### src/cfd_pkg.sv
`default_nettype none
package cfd_pkg;

	// Width of the decoded byte counter: holds lengths up to 15.
	localparam int unsigned CNT_W = 4;

	typedef enum logic [1:0] {
		FS_OK        = 2'd0,
		FS_CSUM_ERR  = 2'd1,
		FS_FRAME_ERR = 2'd2
	} frame_status_t;

	// Header part of one frame result.
	typedef struct packed {
		frame_status_t status;
		logic [7:0]    sender;
		logic [7:0]    ptype;
	} frame_res_t;

endpackage
`default_nettype wire

### src/cfd_frame_acc.sv
`default_nettype none
module cfd_frame_acc #(
	parameter int unsigned PAYLOAD_BYTES = 7
) (
	input  wire logic                       clk,
	input  wire logic                       arst_n,
	input  wire logic                       step,
	input  wire logic [7:0]                 byte_in,
	output cfd_pkg::frame_res_t             res,
	output logic [8*PAYLOAD_BYTES-1:0]      res_payload
);
	import cfd_pkg::*;

	localparam int unsigned PAY_W = 8 * PAYLOAD_BYTES;
	localparam logic [CNT_W-1:0] CHECK_POS   = CNT_W'(PAYLOAD_BYTES + 2);
	localparam logic [CNT_W-1:0] DECODED_LEN = CNT_W'(PAYLOAD_BYTES + 4);

	logic [7:0]       grp_q, grp_n;
	logic [CNT_W-1:0] cnt_q, cnt_n;
	logic [7:0]       sum_q, sum_n;
	logic [7:0]       sender_q, sender_n;
	logic [7:0]       ptype_q, ptype_n;
	logic [PAY_W-1:0] pay_q, pay_n;
	logic [7:0]       check_q, check_n;
	logic             brk_q, brk_n;
	logic             app_lit, app_zero;

	always_comb begin
		grp_n    = grp_q;
		cnt_n    = cnt_q;
		sum_n    = sum_q;
		sender_n = sender_q;
		ptype_n  = ptype_q;
		pay_n    = pay_q;
		check_n  = check_q;
		brk_n    = brk_q;
		app_lit  = 1'b0;
		app_zero = 1'b0;

		if (byte_in != 8'd0) begin
			if (grp_q == 8'd0) begin
				// code byte opens a group
				grp_n    = byte_in - 8'd1;
				app_zero = (byte_in == 8'd1);
			end else begin
				grp_n    = grp_q - 8'd1;
				app_lit  = 1'b1;
				app_zero = (grp_q == 8'd1);
			end

			// literal byte
			if (app_lit && !brk_n) begin
				if (cnt_n >= DECODED_LEN) begin
					brk_n = 1'b1;
				end else begin
					if (cnt_n < CHECK_POS)
						sum_n = sum_n + byte_in;
					if (cnt_n == CNT_W'(0))
						sender_n = byte_in;
					if (cnt_n == CNT_W'(1))
						ptype_n = byte_in;
					for (int k = 0; k < PAYLOAD_BYTES; k++) begin
						if (cnt_n == CNT_W'(k + 2))
							pay_n[8*k +: 8] = byte_in;
					end
					if (cnt_n == CHECK_POS)
						check_n = byte_in;
					cnt_n = cnt_n + CNT_W'(1);
				end
			end

			// implied zero: holds are already zero at its position, only the count moves
			if (app_zero && !brk_n) begin
				if (cnt_n >= DECODED_LEN)
					brk_n = 1'b1;
				else
					cnt_n = cnt_n + CNT_W'(1);
			end
		end else begin
			// delimiter: back to an empty frame
			grp_n    = '0;
			cnt_n    = '0;
			sum_n    = '0;
			sender_n = '0;
			ptype_n  = '0;
			pay_n    = '0;
			check_n  = '0;
			brk_n    = 1'b0;
		end
	end

	always_ff @(posedge clk or negedge arst_n) begin
		if (!arst_n) begin
			grp_q    <= '0;
			cnt_q    <= '0;
			sum_q    <= '0;
			sender_q <= '0;
			ptype_q  <= '0;
			pay_q    <= '0;
			check_q  <= '0;
			brk_q    <= 1'b0;
		end else if (step) begin
			grp_q    <= grp_n;
			cnt_q    <= cnt_n;
			sum_q    <= sum_n;
			sender_q <= sender_n;
			ptype_q  <= ptype_n;
			pay_q    <= pay_n;
			check_q  <= check_n;
			brk_q    <= brk_n;
		end
	end

	// Verdict on the frame as it stands; used when the delimiter steps through.
	always_comb begin
		res.sender  = 8'd0;
		res.ptype   = 8'd0;
		res_payload = '0;
		if (brk_q || grp_q != 8'd0 || cnt_q != DECODED_LEN) begin
			res.status = FS_FRAME_ERR;
		end else if (sum_q != check_q) begin
			res.status = FS_CSUM_ERR;
		end else begin
			res.status  = FS_OK;
			res.sender  = sender_q;
			res.ptype   = ptype_q;
			res_payload = pay_q;
		end
	end

endmodule
`default_nettype wire

### src/cfd_out_reg.sv
`default_nettype none
module cfd_out_reg #(
	parameter int unsigned PAYLOAD_BYTES = 7
) (
	input  wire logic                       clk,
	input  wire logic                       arst_n,
	input  wire logic                       load,
	input  wire cfd_pkg::frame_res_t        res,
	input  wire logic [8*PAYLOAD_BYTES-1:0] res_payload,
	output logic                            free,
	output logic                            valid,
	input  wire logic                       ready,
	output cfd_pkg::frame_res_t             res_q,
	output logic [8*PAYLOAD_BYTES-1:0]      payload_q
);
	import cfd_pkg::*;

	logic valid_q;

	assign free  = !valid_q || ready;
	assign valid = valid_q;

	always_ff @(posedge clk or negedge arst_n) begin
		if (!arst_n) begin
			valid_q <= 1'b0;
		end else if (free) begin
			valid_q <= load;
		end
	end

	always_ff @(posedge clk) begin
		if (load && free) begin
			res_q     <= res;
			payload_q <= res_payload;
		end
	end

endmodule
`default_nettype wire

### src/cobs_packet_frame_decoder_core.sv
// COBS frame decoder: one link byte per transaction in, one frame result per delimiter out.
// Throughput: one byte per cycle except while a delimiter stalls; each byte passes one input
// register and one state update, results leave through a single output register.
// Stall: a delimiter waits in the input register while an unread result holds out_ready off.
// A delimiter's verdict is registered in the output register, which drives out_valid.
// Reset (arst_n low, asynchronous): empty frame, no group open, no result pending.
`default_nettype none
module cobs_packet_frame_decoder_core #(
	parameter int unsigned PAYLOAD_BYTES = 7
) (
	input  wire logic                       clk,
	input  wire logic                       arst_n,
	input  wire logic                       in_valid,
	output logic                            in_ready,
	input  wire logic [7:0]                 rx_byte,
	output logic                            out_valid,
	input  wire logic                       out_ready,
	output logic [1:0]                      frame_status,
	output logic [7:0]                      source_id,
	output logic [7:0]                      packet_type,
	output logic [8*PAYLOAD_BYTES-1:0]      payload
);
	import cfd_pkg::*;

	// Input register stage
	logic       valid_s1;
	logic [7:0] byte_s1;
	logic       delim_s1;

	// Handshake between the stages
	logic       out_free;
	logic       step;
	logic       load;

	frame_res_t                 res;
	frame_res_t                 res_q;
	logic [8*PAYLOAD_BYTES-1:0] res_payload;

	assign delim_s1 = (byte_s1 == 8'd0);

	// Non-delimiter bytes never need the output side; a delimiter waits only
	// until the output register can take its result.
	assign step     = valid_s1 && (!delim_s1 || out_free);
	assign load     = step && delim_s1;
	assign in_ready = !valid_s1 || step;

	always_ff @(posedge clk or negedge arst_n) begin
		if (!arst_n) begin
			valid_s1 <= 1'b0;
		end else if (in_ready) begin
			valid_s1 <= in_valid;
		end
	end

	always_ff @(posedge clk) begin
		if (in_valid && in_ready)
			byte_s1 <= rx_byte;
	end

	// Group tracking, frame capture and checksum
	cfd_frame_acc #(
		.PAYLOAD_BYTES(PAYLOAD_BYTES)
	) u_acc (
		.clk         (clk),
		.arst_n      (arst_n),
		.step        (step),
		.byte_in     (byte_s1),
		.res         (res),
		.res_payload (res_payload)
	);

	// Result register: frees the input side while a result waits downstream
	cfd_out_reg #(
		.PAYLOAD_BYTES(PAYLOAD_BYTES)
	) u_out (
		.clk         (clk),
		.arst_n      (arst_n),
		.load        (load),
		.res         (res),
		.res_payload (res_payload),
		.free        (out_free),
		.valid       (out_valid),
		.ready       (out_ready),
		.res_q       (res_q),
		.payload_q   (payload)
	);

	assign frame_status = res_q.status;
	assign source_id    = res_q.sender;
	assign packet_type  = res_q.ptype;

endmodule
`default_nettype wire
### config.mk
export PLATFORM = sky130hd
export DESIGN_NAME = cobs_packet_frame_decoder_core
export DESIGN_NICKNAME = d
export VERILOG_FILES = /design/src/cfd_pkg.sv /design/src/cfd_frame_acc.sv /design/src/cfd_out_reg.sv /design/src/cobs_packet_frame_decoder_core.sv
export SDC_FILE = /design/constraint.sdc
export NUM_CORES = 1
export LEC_CHECK = 0
export ABC_AREA = 1
export ABC_CLOCK_PERIOD_IN_PS = 6700
export BUFFER_PORTS_ARGS = -buffer_cell sky130_fd_sc_hd__buf_4
export CAP_MARGIN = 15
export CELL_PAD_IN_SITES_DETAIL_PLACEMENT = 0
export CELL_PAD_IN_SITES_GLOBAL_PLACEMENT = 1
export CORE_ASPECT_RATIO = 0.8
export CORE_MARGIN = 2
export CORE_UTILIZATION = 49
export DETAILED_ROUTE_END_ITERATION = 10
export PLACE_DENSITY_LB_ADDON = 0.1
export SLEW_MARGIN = 30
export SYNTH_ARGS = -nofsm -noshare
export SYNTH_HDL_FRONTEND = slang
export SYNTH_SLANG_ARGS = --single-unit
export TNS_END_PERCENT = 30
### constraint.sdc
create_clock -name clk -period 6.7 [get_ports clk]
set_clock_uncertainty 0.15 [all_clocks]
set_input_delay 0.335 -clock clk [delete_from_list [all_inputs] [get_ports clk]]
set_output_delay 0.335 -clock clk [all_outputs]
set_load 0.05 [all_outputs]
== Yosys cells after proc, flatten, opt, wreduce, memory -nomap -nowiden ==
Index checks and enable logic that the tools add are counted.
Word-level totals
  register bits after elaboration: 185
  latch bits: 0
  memory bits (writable): 0
  ROM bits: 0
  bits of input ports: 12
  output and inout port bits: 76
  logic and storage cells: 133
  memories: 0
Operators by class
  add/subtract/negate cells: 5
  multiply operators: 0
  divide/modulo/power cells: 0
  magnitude comparators: 3
  equality and inequality tests: 26
  shift operators: 0
  mux-type cells: 45
  bitwise gates (word level): 0
  reductions and logical operators: 33
Operator list (count)
  $mux W8: 25
  $mux W56: 3
  $reduce_and A4 Y1: 11
  $ne A2 B2 Y1 const B: 13
  $mux W4: 6
  $eq A4 B3 Y1 const B: 4
  $eq A8 B1 Y1 const B: 2
  $logic_not A8 Y1: 2
  $reduce_bool A8 Y1: 2
  $sub A8 B1 Y8 const B: 2
  $mux W1: 11
  $add A4 B1 Y4 const B: 2
  $add A8 B8 Y8: 1
  $eq A4 B2 Y1 const B: 2
  $eq A4 B4 Y1 const B: 2
  $ge A4 B4 Y1 const B: 2
  $ne A8 B8 Y1: 1
  $logic_and A1 B1 Y1: 6
  $logic_not A1 Y1: 5
  $logic_or A1 B1 Y1: 5
  $eq A4 B1 Y1 const B: 1
  $logic_not A4 Y1: 1
  $lt A4 B4 Y1 const B: 1
  $ne A4 B4 Y1 const B: 1
  $reduce_or A2 Y1: 1

== Longest topological paths before layout ==
  word-level depth: 10
  depth in mapped cells: 19
  mapped depth without buffers: 18

== Hierarchy ==
From an unflattened synthesis, not the netlist that was laid out.
Unflattened totals
  cell total of the unflattened synthesis: 856
  area, all modules: 8236.6 µm²
By module, submodules not included
  cfd_frame_acc: instances 1, cells an instance 751, area an instance 5630.4 µm², sequential area each 2527.4 µm²
  cfd_out_reg: instances 1, cells an instance 80, area an instance 2267.2 µm², sequential area each 2247.2 µm²
  cobs_packet_frame_decoder_core: instances 1, cells an instance 25, area an instance 339.1 µm², sequential area each 265.3 µm²

== Least setup slack after synthesis ==
Ideal clock, no wire load.
  kind: reg2reg
  start point: register byte_s1[1]
  end point: register u_out.payload_q[0], enable pin
  setup time: 428 ps
  data arrival time: 2597 ps
  required time: 6122 ps
  setup slack: 3525 ps
  stages on the path, launching flop included: 10
  path buffers: 0
  period minus slack after synthesis: 3175 ps
  cell sequence: edfxtp_1 > inv_1 > ha_1 > nand2_2 > nor2_8 > nand3_2 > nand2_4 > inv_4 > nand2_1 > inv_1
On the way
  longest elaborated chain between the ends: 6
RTL lines
  start: declaration: line cobs_packet_frame_decoder_core.sv:27  | logic [7:0] byte_s1;
  start signal: assignment: line cobs_packet_frame_decoder_core.sv:57  | byte_s1 <= rx_byte;
  $logic_not A8 Y1 *: line cobs_packet_frame_decoder_core.sv:39  | assign delim_s1 = (byte_s1 == 8'd0);
  $logic_not A1 Y1: line cobs_packet_frame_decoder_core.sv:43  | assign step = valid_s1 && (!delim_s1 || out_free);
  $logic_or A1 B1 Y1: line cobs_packet_frame_decoder_core.sv:43
  $logic_and A1 B1 Y1: line cobs_packet_frame_decoder_core.sv:43
  $logic_and A1 B1 Y1 *: line cobs_packet_frame_decoder_core.sv:44  | assign load = step && delim_s1;
  $logic_and A1 B1 Y1 *: line cfd_out_reg.sv:32  | if (load && free) begin
  end signal: assignment: line cfd_out_reg.sv:34  | payload_q <= res_payload;
  end: declaration: line cfd_out_reg.sv:14  | output logic [8*PAYLOAD_BYTES-1:0] payload_q
Mark *: on every way between the ends. The rest lies on a longest branch, timed or not.
A chain may end at the register's enable or synchronous reset.

== Worst setup path after layout ==
  start point: register byte_s1[6]
  end point: register u_acc.ptype_q[1]
On the way
  longest elaborated chain between the ends: 5
  elaborated cells between the ends (all ways): 10
  those cells by class: eq/ne: 3; mux: 1; reduce/logical: 6
RTL lines
  $logic_not A8 Y1: line cobs_packet_frame_decoder_core.sv:39
  $logic_not A1 Y1: line cobs_packet_frame_decoder_core.sv:43
  $logic_or A1 B1 Y1: line cobs_packet_frame_decoder_core.sv:43
  $logic_and A1 B1 Y1: line cobs_packet_frame_decoder_core.sv:43
  $reduce_and A4 Y1 (no source line)
  end signal: assignment: line cfd_frame_acc.sv:107  | ptype_q <= ptype_n;
  end: declaration: line cfd_frame_acc.sv:22  | logic [7:0] ptype_q, ptype_n;
Several ways; a longest one is shown, not always the timed one.

==> metrics.log <==
INFO  metric post_drt_via_cell_ratio = 4.95
INFO  metric cpLargestDelayFamily = simple AND/OR/NAND/NOR gates
INFO  metric worst_setup_path_start_kind = flip-flop
INFO  metric antennaDiodeCount = 0
INFO  metric timing.critical_path.slowest_stage_cell = sky130_fd_sc_hd__edfxtp_1
INFO  metric start_util = 49.7%
INFO  metric h-tree-depth = 4
INFO  metric worstRegToRegCells = 10
INFO  metric die_h = 119 um
INFO  metric ys_dominant_reg_cell = sky130_fd_sc_hd__dfrtp_1
INFO  metric synth.yosys.warnings = 0
INFO  metric timing.slew.headroom = 36.9%
INFO  metric timing_limited_maximum_frequency = 350 MHz
INFO  metric worst_hold_startpoint = out_ready
INFO  metric synth-edff-count = 82
INFO  metric power_density = 364 mW/mm2
INFO  metric cts_hold_buffers = 10
INFO  metric synthesis.nets = 858
INFO  metric post_drt_wl_per_cell = 14.9 um
INFO  metric slew_viol_final = 0
INFO  metric tritoncts = done
INFO  metric layoutNonFillerInstCount = 1152
INFO  metric gp_congestion = 0.889
INFO  metric worst-endpoint-required = 6.85 ns
INFO  metric floorplan.die_area = 0.0177 mm2
INFO  metric clkSlewWorstSetupHoldPaths = 0.07 ns
INFO  metric core_region_area = 0.0164 mm2
INFO  metric period_needed = 2.86 ns
INFO  metric numPlacedInstances = 1111
INFO  metric dp_hpwl = 11500 um
INFO  metric crit-reg2reg-launch = byte_s1[6]
INFO  metric worst_skew_pair.late_latency = 0.44 ns
INFO  metric root_buffer = sky130_fd_sc_hd__clkbuf_16
INFO  metric grt.overflow.total = 0
INFO  metric worstReg2RegEnd = u_acc.ptype_q[1]
INFO  metric hold_violations = 0
INFO  metric worst_case_hold_path_end_point = u_out.valid
INFO  metric detail_route.iter0.violations = 364
INFO  metric via_count_of_the_first_global_routing_pass = 5462
INFO  metric net_count_of_the_finished_layout = 951
INFO  metric drc = 0
INFO  metric global_route.usage.total = 20.7%
INFO  metric fin_setup_tns = 0 ns
INFO  metric ordered_cell_list_for_the_critical_path = nor2_1 -> nand3_2 -> nor2_8 -> inv_2 -> nand2_1 -> nand2_2 -> inv_2 -> nand2_1 -> nor2_1 -> a21oi_1
INFO  metric drive_above_1_share = 15.9%
INFO  metric portBuffers = 87
INFO  metric postCtsSetupBuffers = 0
INFO  metric vias = 5708
INFO  metric cellLeakagePower = 4.44 nW
INFO  metric postLayoutCellArea = 0.00960 mm2
INFO  metric placedInstanceArea = 0.00894 mm2
INFO  metric postSynthRegisterBits = 185
INFO  metric cp_num_buf_inv = 2
INFO  metric timing_worst_slew_pin_value = 0.937 ns
INFO  metric vdd_drop_max = 198 uV
INFO  metric hold_class = in -> reg
INFO  metric number_of_gates_given_a_new_drive_strength_after_cts = 0
INFO  metric async_flop_share = 55.7%
INFO  metric yosys.cell_types.count = 36
INFO  metric path_max_fanout = 16
INFO  metric initial_antenna_violation_count = 0
INFO  metric drt_wl_total = 17100 um
INFO  metric die_x = 148 um
INFO  metric areaGrowthSynthToFinish = 17.8%
INFO  metric ant_nets = 0
INFO  metric run_status = completed
INFO  metric critical_path_cell_count = 10
INFO  metric ios = 88
INFO  metric maxCapViolations = 0
INFO  metric crit_path_end_kind = flip-flop
INFO  metric tritoncts_num_sinks = 185
INFO  metric cts-root-to-sink-buffers = 2
INFO  metric mapped_avg_cell_area = 9.86 um2
INFO  metric commonest_non_fill_non_tap_cells_in_the_layout = sky130_fd_sc_hd__nand2_1 (143), sky130_fd_sc_hd__nor2_1 (122), sky130_fd_sc_hd__inv_1 (114), sky130_fd_sc_hd__dfrtp_1 (103), sky130_fd_sc_hd__buf_4 (90)
INFO  metric worst_path_largest_cell_delay = 0.64 ns
INFO  metric rsz0062_at_grt = false
INFO  metric cp.arrival = 3.01 ns
INFO  metric cts-buffers-inserted = 17
INFO  metric synth_cells = 827
INFO  metric worst-r2r-setup-slack = 3.84 ns
INFO  metric maximum_number_of_pins_on_one_net_before_global_route_repair = 75
INFO  metric std_cell_rows = 42
INFO  metric timing.hold.worst_path_depth = 4
INFO  metric synth.yosys.seq_area_share = 61.8%
INFO  metric detail_route.first_pass.iterations = 5
INFO  metric finalCritPeriodShare = 42.7%
INFO  metric setup.worst_path.class = reg -> reg
INFO  metric report.final.setup_viol = 0
INFO  metric layout.cells.most_common = sky130_fd_sc_hd__nand2_1
INFO  metric synth_area = 0.00815 mm2
INFO  metric grt_first_pass_wirelength = 28300 um
## worst min-delay path, cell delays in order
cell and delay [ns]:
sky130_fd_sc_hd__buf_4 0.08, sky130_fd_sc_hd__inv_1 0.06, sky130_fd_sc_hd__nand2_1 0.06, sky130_fd_sc_hd__nand2_1 0.05
## final cells by class
type	count	area [um2]
fill	1442	6800
sequential	185	5040
multi-input combinational	495	2480
timing repair buffer	102	798
inverter	119	449
clock buffer	18	429
tap	220	275
clock inverter	13	124
## how the worst max path moves through the flow
stage,startpoint,end
6_report,byte_s1[6],u_acc.ptype_q[1]
5_1_grt,u_acc.grp_q[0],u_acc.cnt_q[1]
4_1_cts,byte_s1[4],u_acc.ptype_q[1]
3_5_place_dp,byte_s1[6],u_out.payload_q[51]
3_3_place_gp,byte_s1[6],u_out.payload_q[52]
2_1_floorplan,byte_s1[1],u_out.payload_q[0]
## state kept, by name, summed over array words and instances (netlist names)
register	cells
u_out.res_q	18
u_acc.ptype_q	8
u_out.payload_q	56
u_acc.grp_q	8
u_acc.sum_q	8
u_acc.brk_q	1
valid_s1	1
u_acc.pay_q	56
u_acc.cnt_q	4
byte_s1	8
u_out.valid	1
u_acc.check_q	8
u_acc.sender_q	8
## synthesized netlist by cell type, types with 2 or more instances
| library cell | number | area, um2 |
|---|---|---|
| sky130_fd_sc_hd__nand2_1 | 144 | 541 |
| sky130_fd_sc_hd__nor2_1 | 122 | 458 |
| sky130_fd_sc_hd__inv_1 | 115 | 432 |
| sky130_fd_sc_hd__dfrtp_1 | 103 | 2580 |
| sky130_fd_sc_hd__edfxtp_1 | 82 | 2460 |
| sky130_fd_sc_hd__o21ai_0 | 55 | 275 |
| sky130_fd_sc_hd__a21oi_1 | 36 | 180 |
| sky130_fd_sc_hd__nand3_1 | 34 | 170 |
| sky130_fd_sc_hd__o21ai_1 | 28 | 140 |
| sky130_fd_sc_hd__ha_1 | 18 | 225 |
| sky130_fd_sc_hd__clkbuf_1 | 15 | 56.3 |
| sky130_fd_sc_hd__nand2_4 | 10 | 113 |
| sky130_fd_sc_hd__buf_6 | 9 | 101 |
| sky130_fd_sc_hd__nand4_1 | 8 | 50.1 |
| sky130_fd_sc_hd__xor2_1 | 8 | 70.1 |
| sky130_fd_sc_hd__xnor2_1 | 7 | 61.3 |
| sky130_fd_sc_hd__a31oi_1 | 4 | 25.0 |
| sky130_fd_sc_hd__buf_2 | 3 | 15.0 |
| sky130_fd_sc_hd__inv_2 | 3 | 11.3 |
| sky130_fd_sc_hd__nand2_2 | 3 | 18.8 |
| sky130_fd_sc_hd__or2_2 | 3 | 18.8 |
| sky130_fd_sc_hd__nand3_2 | 2 | 20.0 |
| sky130_fd_sc_hd__nor2_2 | 2 | 12.5 |
## where the power goes
| group | internal, mW | total [mW] | switching (mW) |
|---|---|---|---|
| Clock | 0.514 | 0.948 | 0.435 |
| Sequential | 1.44 | 1.61 | 0.168 |
| Combinational | 0.345 | 0.937 | 0.592 |
## kinds of logic after synthesis
kind of cell	count (synthesis)	synth area share, %
AOI/OAI and AO/OA	129	8.17
DFF	185	61.8
xor gates and xnor gates	15	1.61
and+or+nand+nor	332	17.7
buffers and inverters	147	7.72
adders and majority gates	19	3.01
## per-stage QoR
step	setup WS (ns)	hold WS [ns]	util, %	total power [mW]
final	3.84	0.0276	58.6	3.49
after global placement	3.99	0.159	54.5	2.53
after CTS	3.85	0.0185	58.5	3.51
after floorplan	3.52	-0.111	-	2.34
after detailed placement	3.88	0.173	54.5	2.55
after global routing	3.57	0.0512	58.6	3.75
## routing by layer
metal  vias up  track usage (%)  part of all wire [%]
met2       125             32.7                    46
met1      2719             29.2                    49
met4         0             5.36                  0.90
met3        16             4.87                   4.4
met5         -                0                     0
li1       2848                -                     -
(Power assumes the default switching activity.)
